### config.mk
export PLATFORM = sky130hd
export DESIGN_NAME = nau_front
export DESIGN_NICKNAME = d
export VERILOG_FILES = /design/src/sv/nau_pkg.sv /design/src/sv/nau_front.sv
export SDC_FILE = /design/constraint.sdc
export NUM_CORES = 1
export LEC_CHECK = 0
export BUFFER_PORTS_ARGS = -buffer_cell sky130_fd_sc_hd__buf_2
export CAP_MARGIN = 20
export CELL_PAD_IN_SITES_DETAIL_PLACEMENT = 0
export CELL_PAD_IN_SITES_GLOBAL_PLACEMENT = 2
export CORE_ASPECT_RATIO = 1.5
export CORE_UTILIZATION = 43
export DETAILED_ROUTE_END_ITERATION = 7
export PLACE_DENSITY = 0.95
export SYNTH_ARGS = -nofsm -noshare
export SYNTH_HDL_FRONTEND = slang
export SYNTH_SLANG_ARGS = --single-unit
### constraint.sdc
create_clock -name clk -period 1.7 [get_ports clk]
set_clock_uncertainty 0.1 [all_clocks]
set_input_delay 0.51 -clock clk [delete_from_list [all_inputs] [get_ports clk]]
set_output_delay 0.51 -clock clk [all_outputs]
set_load 0.005 [all_outputs]
### src/sv/nau_pkg.sv
package nau_pkg;

    localparam int FRAC_BITS    = 12;
    localparam int DATA_WIDTH   = 16;
    localparam int TAYLOR_TERMS = 13;
    localparam int EXP_STEPS    = 31;
    localparam int DIV_STEPS    = 31;
    localparam int LOG_STEPS    = 30;

    localparam logic [30:0] ONE30            = 31'h4000_0000;
    localparam logic [28:0] INV_E_Q30        = 29'd395007542;
    localparam logic [29:0] LN2_Q30          = 30'd744261118;
    localparam logic [28:0] INV_SQRT_2PI_Q30 = 29'd428361012;

    localparam logic [3:0] CMD_SIGMOID    = 4'd0;
    localparam logic [3:0] CMD_TANH       = 4'd1;
    localparam logic [3:0] CMD_RELU       = 4'd2;
    localparam logic [3:0] CMD_LEAKY      = 4'd3;
    localparam logic [3:0] CMD_SOFTPLUS   = 4'd4;
    localparam logic [3:0] CMD_SOFTMAX    = 4'd5;
    localparam logic [3:0] CMD_GAUSS      = 4'd6;
    localparam logic [3:0] CMD_D_SIGMOID  = 4'd7;
    localparam logic [3:0] CMD_D_TANH     = 4'd8;
    localparam logic [3:0] CMD_D_RELU     = 4'd9;
    localparam logic [3:0] CMD_D_LEAKY    = 4'd10;
    localparam logic [3:0] CMD_D_SOFTPLUS = 4'd11;
    localparam logic [3:0] CMD_D_SOFTMAX  = 4'd12;
    localparam logic [3:0] CMD_D_GAUSS    = 4'd13;

    typedef struct packed {
        logic [3:0]                   command;
        logic signed [DATA_WIDTH-1:0] sample;
    } nau_in_t;

    typedef struct packed {
        logic signed [DATA_WIDTH-1:0] result;
        logic                         bad_command;
    } nau_out_t;

    typedef struct packed {
        nau_in_t     item;
        logic [5:0]  k;
        logic [29:0] f;
    } nau_arg_t;

    typedef struct packed {
        nau_in_t     item;
        logic [30:0] e;
    } nau_exp_t;

    typedef struct packed {
        nau_in_t     item;
        logic [30:0] e;
        logic [30:0] q;
        logic [30:0] l;
    } nau_dl_t;

endpackage

### src/sv/nau_front.sv
module nau_front
    import nau_pkg::*;
(
    input  logic     clk,
    input  logic     rst_n,
    input  logic     en,
    input  logic     in_valid,
    input  nau_in_t  in_item,
    output logic     arg_valid,
    output nau_arg_t arg
);

    logic signed [16:0] sx;
    logic [16:0]        ax;
    logic [33:0]        ax2_full;
    logic [30:0]        ax2;
    nau_arg_t           arg_next;
    nau_arg_t           arg_reg;
    logic               valid_reg;

    always_comb
    begin
        sx       = 17'(in_item.sample);
        ax       = sx[16] ? 17'(-sx) : 17'(sx);
        ax2_full = {17'd0, ax} * {17'd0, ax};
        ax2      = ax2_full[30:0];
        arg_next.item = in_item;
        case (in_item.command)
            CMD_GAUSS, CMD_D_GAUSS:
            begin
                arg_next.k = ax2[30:25];
                arg_next.f = {ax2[24:0], 5'd0};
            end
            CMD_TANH, CMD_D_TANH:
            begin
                arg_next.k = ax[16:11];
                arg_next.f = {ax[10:0], 19'd0};
            end
            default:
            begin
                arg_next.k = {1'b0, ax[16:12]};
                arg_next.f = {ax[11:0], 18'd0};
            end
        endcase
    end

    always_ff @(posedge clk or negedge rst_n)
    begin
        if (!rst_n)
            valid_reg <= 1'b0;
        else if (en)
            valid_reg <= in_valid;
    end

    always_ff @(posedge clk)
    begin
        if (en)
            arg_reg <= arg_next;
    end

    assign arg_valid = valid_reg;
    assign arg       = arg_reg;

endmodule

# After elaboration in Yosys (flattened, before gate mapping)
# Cells that the tools add are included.
dict set report op_classes {
  reduce_logical 2
  eq_ne 4
  muxes 2
  add_sub_neg 1
  n_mul 1
}
# cell count
set ops {}
lappend ops {{$pmux W36 S2} 1}
lappend ops {{$mul A17 B17 Y31} 1}
lappend ops {{$mux W17} 1}
lappend ops {{$neg A16 Y17} 1}
lappend ops {{$eq A4 B4 Y1 const B} 2}
lappend ops {{$eq A4 B1 Y1 const B} 1}
lappend ops {{$eq A4 B3 Y1 const B} 1}
lappend ops {{$reduce_or A2 Y1} 2}
dict set report word_totals {
  inputBits 24
  elab_cells 15
  ff_bits 57
  out_inout_bits 57
}

# Depth between registers and ports, before layout
dict set report logic_depth {
  word_depth 4
  depth_mapped 32
  ltp_nobuf 28
}

# Worst setup path before layout
# OpenSTA, ideal clock, no wires.
dict set report synth_timing {
  path_kind {input to register}
  startpoint {input in_item[0] (netlist bit)}
  endpoint {register arg_reg (netlist bit arg[35]) (data pin)}
  setup_time_ps 259
  cell_stages 30
  required_ps 1341
  arrival_ps 7696
  n_path_buf 4
  setup_slack_ps -6355
  path_cell_list {clkbuf_1 -> inv_1 -> clkbuf_1 -> ha_1 -> nand2_1 -> or3_4 -> o21ai_0 -> xor2_1 -> inv_1 -> buf_6 -> nand2_1 -> fa_1 -> fa_1 -> fa_1 -> inv_1 -> fa_1 -> fa_1 -> inv_1 -> fa_1 -> inv_1 -> ha_1 -> clkbuf_1 -> a211oi_2 -> o21ai_0 -> a2111o_1 -> a41oi_2 -> nor3_1 -> o41ai_1 -> nor2_1 -> a211o_1}
}
# element line
set synth_rtl {}
lappend synth_rtl {{start, declared} nau_front.sv:8} ;# input nau_in_t in_item,
lappend synth_rtl {{end signal, assigned} nau_front.sv:58} ;# arg_reg <= arg_next;
lappend synth_rtl {{end, declared} nau_front.sv:18} ;# nau_arg_t arg_reg;

==> results.txt <==
The number of design-rule violations left by the first detailed-router iteration is 311, and the mux contribution to synthesized area is 0.00338. Total wire length: 29.6 mm. The H-tree was split into 2 levels.

The tools report the via count as 8431. The tightest hold path in the finished design has a slack of 0.310 ns. In this run the worst path has a maximum fanout of 5.

Initial antenna violation count: 0. Data on the critical path is required at its endpoint by 1.64 ns. The fraction of synthesized cell area taken by the top area cell type was 0.381. The checks that failed: negative setup slack. The parity-gate share of the synthesized area counting xor and xnor cells was 0.0387.

Counting flops with a built-in enable in the synthesized netlist gives 50. The dominant combinational cell family by area after synthesis is adder cells. Post-layout utilization of the core: 0.643. The core region area is 22600 um2. The overall overflow remaining after global route came out at 0.

Compared with the post-synthesis result, the final layout area differs by 45.1%. The overall die width is 126 um. The proportion of synthesized flip-flops having asynchronous set or reset is 0.0196, and the detailed-route vias per instance is 5.00.

The tools report the final-report max-slew violation count as 0. The final layout contains 1717 nets. After technology mapping, the gate count stands at 1043. The adder and majority cell fraction of the synthesized area is 0.497, and the global-route wire length before repair is 46.5 mm.

TritonCTS built the clock tree. The tool flagged a number of max-cap violations equal to 0. Among all stages on the critical path, the largest delay is contributed by sky130_fd_sc_hd__or4b_4. The logs give 9990 um2 for the post-synthesis cell area and 12700 um2 for the area of placed instances.

Summed over all nets, the half-perimeter wirelength after detailed placement is 24.3 mm. The iteration count of the initial detailed-routing pass is 5, and the number of synthesis warnings is 0. The DRC violations left is 0, and the number of clock sinks is 51.

STA classifies the critical path endpoint as a flop. The tools report the post-route cell area as 14500 um2. The critical path contains buffers and inverters numbering 9 combined. The tools report the last weighted congestion value of the routability-driven placer as 0.939. The dominant cell type by area after synthesis is sky130_fd_sc_hd__fa_1. The compound-cell area share of the yosys netlist is 0.0822, and the site row count is 67.

The simple-gate share of the synthesized area was 0.0966. The worst path arrival time was 7.34 ns; the final clock period utilization by the worst path was 4.35. The clock-pin slew on the worst setup and hold paths came out at 0.07 ns. The flow ran to the end, but the final reports show violations. The type of element launching the critical path is a primary input. During placement, the flow inserted port buffers numbering 74. The run gives 28 as the total of endpoints with negative setup slack in the final report. The worst setup path is of the primary input to flop kind. On the worst path, the slowest cell contributes a delay of 0.55 ns. For the number of hold-slack violations in the final timing report, the log shows 0. The die extent in y is 189 um, and the register bit count reported by yosys is 51. Share of cells above drive strength 1: 0.414.

By instance count, the cell type seen most on the critical path is sky130_fd_sc_hd__fa_1. The maximum number of pins on one net before global-route repair is 19, and the I/O pin count is 81. The register with the most flip-flops in the layout has 50 of them. The logs give -130.65 ns for the total negative slack for setup checks and 0 for the post-detailed-route count of antenna-violating nets.

For the via count of the first global-routing pass, the log shows 9666. Clock tree synthesis inserted a total of 5 buffers. Sequential element share of the synthesized area: 0.153.

The per-cell routed wire length works out to 17.5 um. Synthesis instantiated 66 different standard cells from the library. The tools report the effective utilization at floorplan as 0.443. The minimum clock period after layout was 7.40 ns. For this run, the top clock speed supported by timing is 135 MHz. Synthesized area per cell: 9.58 um2. Main flop type after synthesis: sky130_fd_sc_hd__edfxtp_1. Overall track demand over capacity in global routing: 0.256. The clock reaches the later pin of the worst-skew pair after 0.29 ns. The clock passes through at most 2 buffers. The tightest min-delay check is of the primary input to flop type. The die covers 23900 um2.

CTS placed an instance of sky130_fd_sc_hd__clkbuf_16 at the clock tree root. The repair_antennas step left the layout with diodes totalling 0. The run gives 1764 as the fill cell instance count of the final layout. Setup repair after global routing could not meet its margin everywhere. The setup slack of the critical path after layout came out at -5.70 ns.

On the critical path the largest part of the delay comes from adder cells. By area the synthesized netlist is led by sky130_fd_sc_hd__fa_1 (38%), sky130_fd_sc_hd__edfxtp_1 (15%), sky130_fd_sc_hd__ha_1 (12%).
==> metal layers <==
| metal | share of wire | wire length (um) | track usage | up-vias |
|---|---|---|---|---|
| li1 | - | - | - | 3885 |
| met2 | 0.59 | 17300 | 0.527 | 200 |
| met3 | 0.027 | 789 | 0.0190 | 101 |
| met4 | 0.059 | 1740 | 0.130 | 0 |
| met1 | 0.33 | 9700 | 0.248 | 4245 |
| met5 | 0 | 0 | 0 | - |
==> timing repair <==
action | 4_1_cts | 5_1_grt
buffers inserted | 45 | 16
resized for setup | 216 | 66
pin swaps | 109 | 80
hold buffers | 1 | 0
endpoints found under the setup margin | 28 | 28
hold endpoints to repair | 1 | 0
==> kinds of logic (layout without fill, tap and decap cells) <==
kind of cell / Yosys count / in the layout
AO/OA/AOI/OAI: 117 / 117
AND/OR/NAND/NOR: 216 / 216
adder cells (fa/ha/maj): 283 / 283
XOR/XNOR: 42 / 42
flip-flops: 51 / 51
other: 2 / 39
buffers and inverters: 329 / 660
multiplexers: 3 / 3
==> cell type report <==
| type | instances | area [um2] | area share |
|---|---|---|---|
| Multi-Input combinational cell | 700 | 8550 | 0.590 |
| Timing Repair Buffer | 358 | 2780 | 0.192 |
| Sequential cell | 51 | 1530 | 0.105 |
| Inverter | 294 | 1130 | 0.0781 |
| Tap cell | 276 | 345 | 0.0238 |
| Clock buffer | 5 | 125 | 0.00863 |
| Clock inverter | 3 | 27.5 | 0.00190 |
==> per-stage QoR <==
step / std cells / worst slack [ns]
3_5_place_dp: 1623 / -6.29
2_1_floorplan: 1080 / -5.76
4_1_cts: 1673 / -5.75
6_report: 1687 / -5.70
5_1_grt: 1687 / -5.94
3_3_place_gp: 1623 / -6.29
==> synth_stat cells, drive strengths merged (7+ instances only) <==
| library cell | number |
|---|---|
| a21oi | 17 |
| edfxtp | 50 |
| a22oi | 9 |
| o21ai | 28 |
| ha | 93 |
| buf | 12 |
| nor2 | 68 |
| nor3 | 8 |
| xnor2 | 22 |
| inv | 292 |
| fa | 190 |
| xor2 | 20 |
| a21o | 8 |
| nand3 | 9 |
| a211oi | 8 |
| nand2 | 96 |
| nand2b | 7 |
| o21a | 8 |
| clkbuf | 23 |
==> final timing paths <==
| kind | endpoint | depth (start not counted) | slack [ns] | startpoint |
|---|---|---|---|---|
| hold / removal | arg[37] | 1 | 0.31 | in_item[1] |
| max in group asynchronous | arg_valid | 2 | 1.01 | rst_n |
| setup / recovery | arg[31] | 28 | -5.70 | in_item[3] |
| setup reg to reg | arg_valid | 1 | 0.86 | arg_valid |
| min in group asynchronous | arg_valid | 2 | 0.41 | rst_n |
| hold reg to reg | arg_valid | 1 | 0.41 | arg_valid |
==> cell usage in the layout (no fill, tap or decap), drive strengths merged, types with 7 or more instances in the layout <==
| master | netlist | layout |
|---|---|---|
| nor3 | 8 | 8 |
| fa | 190 | 190 |
| ha | 93 | 93 |
| nand2b | 7 | 7 |
| conb | 2 | 39 |
| o21a | 8 | 8 |
| a21o | 8 | 8 |
| buf | 12 | 357 |
| edfxtp | 50 | 50 |
| xor2 | 20 | 20 |
| nor2 | 68 | 68 |
| a22oi | 9 | 9 |
| nand3 | 9 | 9 |
| nand2 | 96 | 96 |
| o21ai | 28 | 28 |
| xnor2 | 22 | 22 |
| a211oi | 8 | 8 |
| inv | 292 | 293 |
| a21oi | 17 | 17 |
Power is left out: the tool's default activity adds up to more than one toggle a clock period on the data nets, which glitch-free logic cannot reach.
