File: src/sv/nau_pkg.sv
package nau_pkg;

    localparam int FRAC_BITS    = 12;
    localparam int DATA_WIDTH   = 16;
    localparam int TAYLOR_TERMS = 13;
    localparam int EXP_STEPS    = 31;
    localparam int DIV_STEPS    = 31;
    localparam int LOG_STEPS    = 30;

    localparam logic [30:0] ONE30            = 31'h4000_0000;
    localparam logic [28:0] INV_E_Q30        = 29'd395007542;
    localparam logic [29:0] LN2_Q30          = 30'd744261118;
    localparam logic [28:0] INV_SQRT_2PI_Q30 = 29'd428361012;

    localparam logic [3:0] CMD_SIGMOID    = 4'd0;
    localparam logic [3:0] CMD_TANH       = 4'd1;
    localparam logic [3:0] CMD_RELU       = 4'd2;
    localparam logic [3:0] CMD_LEAKY      = 4'd3;
    localparam logic [3:0] CMD_SOFTPLUS   = 4'd4;
    localparam logic [3:0] CMD_SOFTMAX    = 4'd5;
    localparam logic [3:0] CMD_GAUSS      = 4'd6;
    localparam logic [3:0] CMD_D_SIGMOID  = 4'd7;
    localparam logic [3:0] CMD_D_TANH     = 4'd8;
    localparam logic [3:0] CMD_D_RELU     = 4'd9;
    localparam logic [3:0] CMD_D_LEAKY    = 4'd10;
    localparam logic [3:0] CMD_D_SOFTPLUS = 4'd11;
    localparam logic [3:0] CMD_D_SOFTMAX  = 4'd12;
    localparam logic [3:0] CMD_D_GAUSS    = 4'd13;

    typedef struct packed {
        logic [3:0]                   command;
        logic signed [DATA_WIDTH-1:0] sample;
    } nau_in_t;

    typedef struct packed {
        logic signed [DATA_WIDTH-1:0] result;
        logic                         bad_command;
    } nau_out_t;

    typedef struct packed {
        nau_in_t     item;
        logic [5:0]  k;
        logic [29:0] f;
    } nau_arg_t;

    typedef struct packed {
        nau_in_t     item;
        logic [30:0] e;
    } nau_exp_t;

    typedef struct packed {
        nau_in_t     item;
        logic [30:0] e;
        logic [30:0] q;
        logic [30:0] l;
    } nau_dl_t;

endpackage

File: src/sv/nau_back.sv
module nau_back
    import nau_pkg::*;
(
    input  logic        clk,
    input  logic        rst_n,
    input  logic        en,
    input  logic        dl_valid,
    input  nau_dl_t     dl_res,
    input  logic [15:0] leak_slope,
    output logic        out_valid,
    output nau_out_t    out_data
);

    localparam int TOQ_SH  = 30 - FRAC_BITS;
    localparam int LEAK_SH = 16 - FRAC_BITS;
    localparam logic signed [35:0] ONE_Q = 36'sd1 <<< FRAC_BITS;
    localparam logic signed [35:0] MAX_V = 36'((64'sd1 <<< (DATA_WIDTH - 1)) - 1);
    localparam logic signed [35:0] MIN_V = 36'(-(64'sd1 <<< (DATA_WIDTH - 1)));

    typedef struct packed {
        nau_in_t            item;
        logic [30:0]        q;
        logic [61:0]        prod;
        logic signed [32:0] lprod;
    } b1_t;

    typedef struct packed {
        nau_in_t            item;
        logic [30:0]        q;
        logic [31:0]        r1;
        logic signed [32:0] lprod;
    } b2_t;

    typedef struct packed {
        logic signed [35:0] val;
        logic               toq;
        logic               bad;
    } b3_t;

    b1_t      b1_reg, b1_next;
    b2_t      b2_reg, b2_next;
    b3_t      b3_reg, b3_next;
    nau_out_t out_reg, out_next;
    logic     v1_reg, v2_reg, v3_reg, v4_reg;

    logic [30:0] opa;
    logic [30:0] opb;
    logic [61:0] rsum;

    always_comb
    begin
        case (dl_res.item.command)
            CMD_D_SIGMOID, CMD_D_SOFTMAX:
            begin
                opa = dl_res.q;
                opb = ONE30 - dl_res.q;
            end
            CMD_D_TANH:
            begin
                opa = dl_res.q;
                opb = dl_res.q;
            end
            CMD_SOFTPLUS:
            begin
                opa = dl_res.l;
                opb = 31'(LN2_Q30);
            end
            CMD_GAUSS, CMD_D_GAUSS:
            begin
                opa = dl_res.e;
                opb = 31'(INV_SQRT_2PI_Q30);
            end
            default:
            begin
                opa = '0;
                opb = '0;
            end
        endcase
        b1_next.item  = dl_res.item;
        b1_next.q     = dl_res.q;
        b1_next.prod  = 62'(opa) * 62'(opb);
        b1_next.lprod = 33'(dl_res.item.sample) * $signed({17'd0, leak_slope});
    end

    always_comb
    begin
        rsum          = b1_reg.prod + 62'(ONE30 >> 1);
        b2_next.item  = b1_reg.item;
        b2_next.q     = b1_reg.q;
        b2_next.r1    = rsum[61:30];
        b2_next.lprod = b1_reg.lprod;
    end

    logic signed [16:0] sx;
    logic [16:0]        ax;
    logic               neg;
    logic               pos;
    logic [45:0]        gp;
    logic [45:0]        gsum;
    logic [15:0]        gt;
    logic [32:0]        lsum;
    logic [16:0]        lmag;
    logic [16:0]        dleak;
    logic signed [35:0] qv;

    always_comb
    begin
        sx    = 17'(b2_reg.item.sample);
        neg   = sx[16];
        ax    = neg ? 17'(-sx) : 17'(sx);
        pos   = !neg && (sx != '0);
        gp    = 46'(ax) * 46'(b2_reg.r1[28:0]);
        gsum  = gp + 46'(ONE30 >> 1);
        gt    = gsum[45:30];
        lsum  = 33'(-b2_reg.lprod) + (33'd1 << 15);
        lmag  = lsum[32:16];
        dleak = (17'(leak_slope) + (17'd1 << (LEAK_SH - 1))) >> LEAK_SH;
        qv    = 36'(b2_reg.q);
        b3_next.toq = 1'b1;
        b3_next.bad = 1'b0;
        case (b2_reg.item.command)
            CMD_SIGMOID, CMD_SOFTMAX, CMD_D_SOFTPLUS:
                b3_next.val = neg ? 36'(ONE30) - qv : qv;
            CMD_D_SIGMOID, CMD_D_SOFTMAX, CMD_GAUSS:
                b3_next.val = 36'(b2_reg.r1);
            CMD_TANH:
                b3_next.val = neg ? -qv : qv;
            CMD_D_TANH:
                b3_next.val = 36'(ONE30) - 36'(b2_reg.r1);
            CMD_SOFTPLUS:
                b3_next.val = (neg ? 36'sd0 : (36'(ax) << TOQ_SH)) + 36'(b2_reg.r1);
            CMD_RELU:
            begin
                b3_next.val = neg ? 36'sd0 : 36'(sx);
                b3_next.toq = 1'b0;
            end
            CMD_D_RELU:
            begin
                b3_next.val = neg ? 36'sd0 : ONE_Q;
                b3_next.toq = 1'b0;
            end
            CMD_LEAKY:
            begin
                b3_next.val = pos ? 36'(sx) : -36'(lmag);
                b3_next.toq = 1'b0;
            end
            CMD_D_LEAKY:
            begin
                b3_next.val = pos ? ONE_Q : 36'(dleak);
                b3_next.toq = 1'b0;
            end
            CMD_D_GAUSS:
            begin
                b3_next.val = neg ? 36'(gt) : -36'(gt);
                b3_next.toq = 1'b0;
            end
            default:
            begin
                b3_next.val = '0;
                b3_next.toq = 1'b0;
                b3_next.bad = 1'b1;
            end
        endcase
    end

    logic [35:0]        mag;
    logic [35:0]        mrnd;
    logic signed [35:0] v;

    always_comb
    begin
        mag  = b3_reg.val[35] ? 36'(-b3_reg.val) : 36'(b3_reg.val);
        mrnd = (mag + (36'd1 << (TOQ_SH - 1))) >> TOQ_SH;
        if (b3_reg.toq)
            v = b3_reg.val[35] ? -$signed(mrnd) : $signed(mrnd);
        else
            v = b3_reg.val;
        if (v > MAX_V)
            v = MAX_V;
        if (v < MIN_V)
            v = MIN_V;
        out_next.result      = v[DATA_WIDTH-1:0];
        out_next.bad_command = b3_reg.bad;
    end

    always_ff @(posedge clk or negedge rst_n)
    begin
        if (!rst_n)
        begin
            v1_reg <= 1'b0;
            v2_reg <= 1'b0;
            v3_reg <= 1'b0;
            v4_reg <= 1'b0;
        end
        else if (en)
        begin
            v1_reg <= dl_valid;
            v2_reg <= v1_reg;
            v3_reg <= v2_reg;
            v4_reg <= v3_reg;
        end
    end

    always_ff @(posedge clk)
    begin
        if (en)
        begin
            b1_reg  <= b1_next;
            b2_reg  <= b2_next;
            b3_reg  <= b3_next;
            out_reg <= out_next;
        end
    end

    assign out_valid = v4_reg;
    assign out_data  = out_reg;

endmodule

File: config.mk
export PLATFORM = sky130hd
export DESIGN_NAME = nau_back
export DESIGN_NICKNAME = d
export VERILOG_FILES = /design/src/sv/nau_pkg.sv /design/src/sv/nau_back.sv
export SDC_FILE = /design/constraint.sdc
export NUM_CORES = 2
export LEC_CHECK = 0
export BUFFER_PORTS_ARGS = -buffer_cell sky130_fd_sc_hd__clkbuf_2
export CORE_MARGIN = 2
export CORE_UTILIZATION = 40
export DETAILED_ROUTE_END_ITERATION = 7
export GPL_ROUTABILITY_DRIVEN = 0
export PLACE_DENSITY = 0.63
export SETUP_SLACK_MARGIN = 0.02
export SYNTH_ARGS = -nofsm -noshare
export SYNTH_HDL_FRONTEND = slang
export SYNTH_SLANG_ARGS = --single-unit
File: constraint.sdc
create_clock -name clk -period 8.5 [get_ports clk]
set_clock_uncertainty 0.2 [all_clocks]
set_input_delay 0.425 -clock clk [delete_from_list [all_inputs] [get_ports clk]]
set_output_delay 0.425 -clock clk [all_outputs]
set_load 0.02 [all_outputs]
## Yosys cells after proc, flatten, opt, wreduce, memory -nomap -nowiden

Cells that the tools add are included.

- Flip-flop bits (word level): 321
- Input bits: 133
- Word-level logic and storage cells: 88

- $add $sub $neg: 16
- Multipliers: 3
- Order comparisons: 2
- Equality and inequality tests: 19
- Multiplexer cells: 18
- Reduce and logical (&&, ||, !) cells: 11

Operators by type and width:

| cell | number |
|---|---|
| 36-bit case mux with 10 select lines | 1 |
| 36-bit 2-to-1 mux | 8 |
| 31-bit case mux with 4 select lines | 1 |
| 31-bit case mux with 3 select lines | 1 |
| 62-bit by 30-bit adder with 62-bit output, second input constant | 1 |
| 31-bit by 31-bit multiplier with 62-bit output | 1 |
| 46-bit by 30-bit adder with 46-bit output, second input constant | 1 |
| 17-bit by 29-bit multiplier with 46-bit output | 1 |
| 35-bit by 32-bit adder with 36-bit output | 1 |
| 36-bit by 18-bit adder with 36-bit output, second input constant | 1 |
| 4-bit == test, second input constant | 9 |
| 36-bit by 16-bit > comparator with 1-bit output, second input constant | 1 |
| 36-bit by 16-bit less-than comparator with 1-bit output, second input constant | 1 |
| 16-bit negation with 36-bit output | 1 |
| 17-bit negation with 36-bit output | 1 |
| 18-bit negation with 36-bit output | 1 |
| 31-bit negation with 36-bit output | 1 |
| 36-bit negation | 1 |
| 35-bit 2-to-1 mux | 1 |
| 33-bit by 16-bit adder with 33-bit output, second input constant | 1 |
| 16-bit by 17-bit multiplier with 33-bit output | 1 |
| 33-bit negation | 1 |
| 31-bit by 32-bit subtractor with 33-bit output, first input constant | 1 |
| 31-bit by 31-bit subtractor with 32-bit output, first input constant | 1 |
| 18 further kinds | 30 |

## Longest topological paths before layout

- Word-level depth: 9
- Gate-level depth with buffers: 45
- Mapped depth without buffers: 43

## Worst setup path before layout

Ideal clock, no wire load.

- Path type: input port to flip-flop
- Start: input dl_res[32] (netlist name)
- End: register b1_reg[87] (netlist name) (data pin)
- Setup time: 0.262 ns
- Arrival: 10.915 ns
- Data required time: 8.038 ns
- Path slack: -2.876 ns
- Stages: 42
- Path buffers: 2
- Path through: buf_2 inv_1 ha_1 or3b_2 or3_1 or4_1 nor3_1 nand2_1 nor3_1 nand2_1 or2_2 or4_1 a21o_1 nand2_1 o31a_1 buf_2 nor2_1 fa_1 [... 6 more ...] fa_1 inv_1 fa_1 inv_1 fa_1 ha_1 nor2b_1 o21ai_0 nand2b_1 a21oi_1 o21ai_0 o21ai_0 a21oi_1 o21ai_0 o21ai_0 o41a_1 a211oi_1 xnor2_1

RTL lines:

| element | RTL line | source |
|---|---|---|
| start: declaration | nau_back.sv:8 | `input nau_dl_t dl_res,` |
| end signal: assignment | nau_back.sv:208 | `b1_reg <= b1_next;` |
| end: declaration | nau_back.sv:40 | `b1_t b1_reg, b1_next;` |

==> flow_summary_export.csv <==
group,metric,value,unit
clock_tree,htree_levels,1,
setup_path,worstPathMaxFanout,4,
run_status,violations,"DRC, setup timing",
flow_run,cap_viol_max_count,0,
clock_tree,cts.reportedPaths.clkPinSlew,0.06,ns
synth,synth.largest_area_cell,"fa_1",
synth,synth.most_common_cell,"inv_1",
clock_tree,clk_latency,0.62,ns
sta,fmax,0.0950,GHz
final_layout,num-fill-cells,16600,
detailed_routing,dr.pass1.iters,8,
synth,async_flop_share,1.37,%
synth,synth-seq-cells,292,
sta,setup_violations,65,
die,ios,151,
setup_path,worst_setup_path_start_kind,"primary input",
synth,seq_area_frac_synth,12.3,%
detailed_routing,post_drt_wl_per_cell,21.4,µm
final_layout,largest_register_ffs,117,
setup_path,cp_common_cell,"fa_1",
synth,synth_edf_count,288,
setup_path,slowest_delay,0.59,ns
synth,netlist_top_cells_area,"fa_1 (40%), edfxtp_1 (12%), ha_1 (9.6%)",
clock_tree,cts_tree,"yes",
synth,synth-simple-area-share,16.3,%
global_route,grt_pass1_vias,61800,
synth,synth_flop_cell,"edfxtp_1",
synth,synth_top_area_share,40.3,%
synth,yosys.area_share.adder,49.8,%
synth,yosysWarnings,0,
synth,synthCells,7963,
sta,rsz0062_at_grt,"true",
final_layout,regArea,8750,µm²
die,start_util,40.4,%
setup_path,cp_slowest_cell,"fa_1",
placement,port_buffers,150,
clock_tree,cts-buffers-inserted,29,
synth,synth_top_family_by_area,"adder cells",
sta,worst_slew_pin_slew,1.16,ns
final_layout,layout.nets,10700,
final_layout,multi_input_area,57000,µm²
global_route,grt_pass1_wl,361000,µm
sta,hold_ws,0.0445,ns
final_layout,syn2layout_area_growth,18.6,%
run_status,outcome,"finished, violations left",
synth,synthMuxAreaShare,0.362,%
setup_path,required,8.65,ns
clock_tree,cts_num_sinks,292,
global_route,gr-total-overflow,0,
global_route,antenna_found_initial,2,
die,core.rowCount,154,
detailed_routing,wl,236000,µm
detailed_routing,drtIter0Drc,5281,
synth,synth.avg_cell_area,8.95,µm²
synth,synth_common_cells,"inv_1 (1714), fa_1 (1434), nand2_1 (1404)",
final_layout,fin_util,47.9,%
synth,synth_compound_area_share,6.95,%
clock_tree,clockBufferDepth,3,
die,die_y,426,µm
sta,setup_ws,-2.02,ns
synth,syn_area,71300,µm²
sta,relSlewSlack,22.0,%
setup_path,ff2ff_path_depth,36,
min_path,holdCritPathClass,"in -> reg",
placement,hpwlAfterDp,194000,µm
clock_tree,root_buffer,"clkbuf_16",
die,fp.coreArea,176000,µm²
die,die_x,426,µm
global_route,track_usage,25.9,%
detailed_routing,vias,59000,
sta,hold_viol,0,
synth,synth_xor_xnor_area_share,3.03,%
setup_path,arrival,10.67,ns
synth,yosysUniqueCellTypes,94,
min_path,min_path_cells,2,
sta,min_period,10.52,ns
sta,slew_viol_final,0,
sta,min_period_over_period,124,%
die,die-area,182000,µm²
detailed_routing,vias_per_cell,5.36,
global_route,grt_max_degree,134,
detailed_routing,drc,1,
final_layout,drive_gt1_share,16.9,%
setup_path,criticalPathCategory,"in -> reg",
setup_path,cp-end-kind,"flip-flop",
detailed_routing,antenna_left,0,
==> worst paths after layout <==
kind / start / to / slack [ns]
setup / recovery: dl_res[32] / b1_reg[94] / -2.02
hold / removal: dl_res[38] / b1_reg[102] / 0.04
setup reg to reg: b2_reg[96] / b3_reg[30] / -0.65
hold reg to reg: b1_reg[121] / b2_reg[91] / 0.21
max in group asynchronous: rst_n / v1_reg / 7.44
min in group asynchronous: rst_n / out_valid / 0.50
==> cells in the final DEF (no fill, tap or decap), types with 62 or more instances in the layout <==
| cell | instances |
|---|---|
| inv_1 | 1675 |
| fa_1 | 1402 |
| nand2_1 | 1385 |
| buf_4 | 735 |
| ha_1 | 507 |
| and2_1 | 335 |
| edfxtp_1 | 288 |
| nor2_1 | 287 |
| a21oi_1 | 160 |
| clkbuf_2 | 145 |
| o21ai_0 | 144 |
| xnor2_1 | 136 |
| nand3_1 | 85 |
| xor2_1 | 71 |
| nor3_1 | 64 |
| nor2b_1 | 62 |
==> worst max-delay path: cells and delay by family <==
family	cells	cell delay (ns)
adders and majority gates	10	4.71
and+or+nand+nor	8	2.24
AOI/OAI and AO/OA	10	1.69
buffers and inverters	12	1.47
xor gates and xnor gates	1	0.12
==> area by class of cell <==
cell class / instances / share of cell area (%)
repair buffers: 1020 / 9.92
flip-flops and latches: 292 / 10.4
inverters: 1714 / 7.63
clock inverters: 23 / 0.320
clock buffers: 31 / 0.868
multi-input cells: 5581 / 67.5
diodes: 1 / 0.00296
well taps: 2340 / 3.46
==> layer usage <==
metal  track usage (%)  routed length, µm  part of all wire [%]  vias up
li1                  -                  -                     -    25700
met1              32.4              88400                    38    29800
met2              43.2             112000                    48     2794
met3              4.71              20900                   8.9      736
met4              13.0              14400                   6.1        0
met5                 0                  0                     0        -
==> through the flow <==
stage	worst slack, ns	instances	instance area [µm²]	TNS, ns
after floorplan	-2.06	7990	71700	-52.22
after global placement	-2.61	10900	80700	-87.71
after detailed placement	-2.70	10900	80700	-92.24
after CTS	-1.96	10900	82500	-60.50
after global routing	-2.26	11000	84500	-82.44
final	-2.02	11000	84500	-66.52
==> what timing repair did <==
action                                  in CTS  in global routing
pin swaps                                   53                218
gates resized for setup                    116                339
endpoints found under the hold margin       18                  1
buffers inserted                            11                 65
cloned                                       0                  2
endpoints found under the setup margin      68                 69
hold buffers                                16                  1
==> logic make-up (layout without fill, tap and decap cells) <==
group / count (synthesis) / in the layout
buf+inv: 2117 / 2788
fa+ha+maj: 1978 / 1978
xor+xnor: 246 / 246
other cells: 2 / 30
simple gates: 2550 / 2550
mux: 25 / 25
compound gates: 753 / 753
flops: 292 / 292
Power is left out: the tool's default activity adds up to more than one toggle a clock period on the data nets, which glitch-free logic cannot reach.
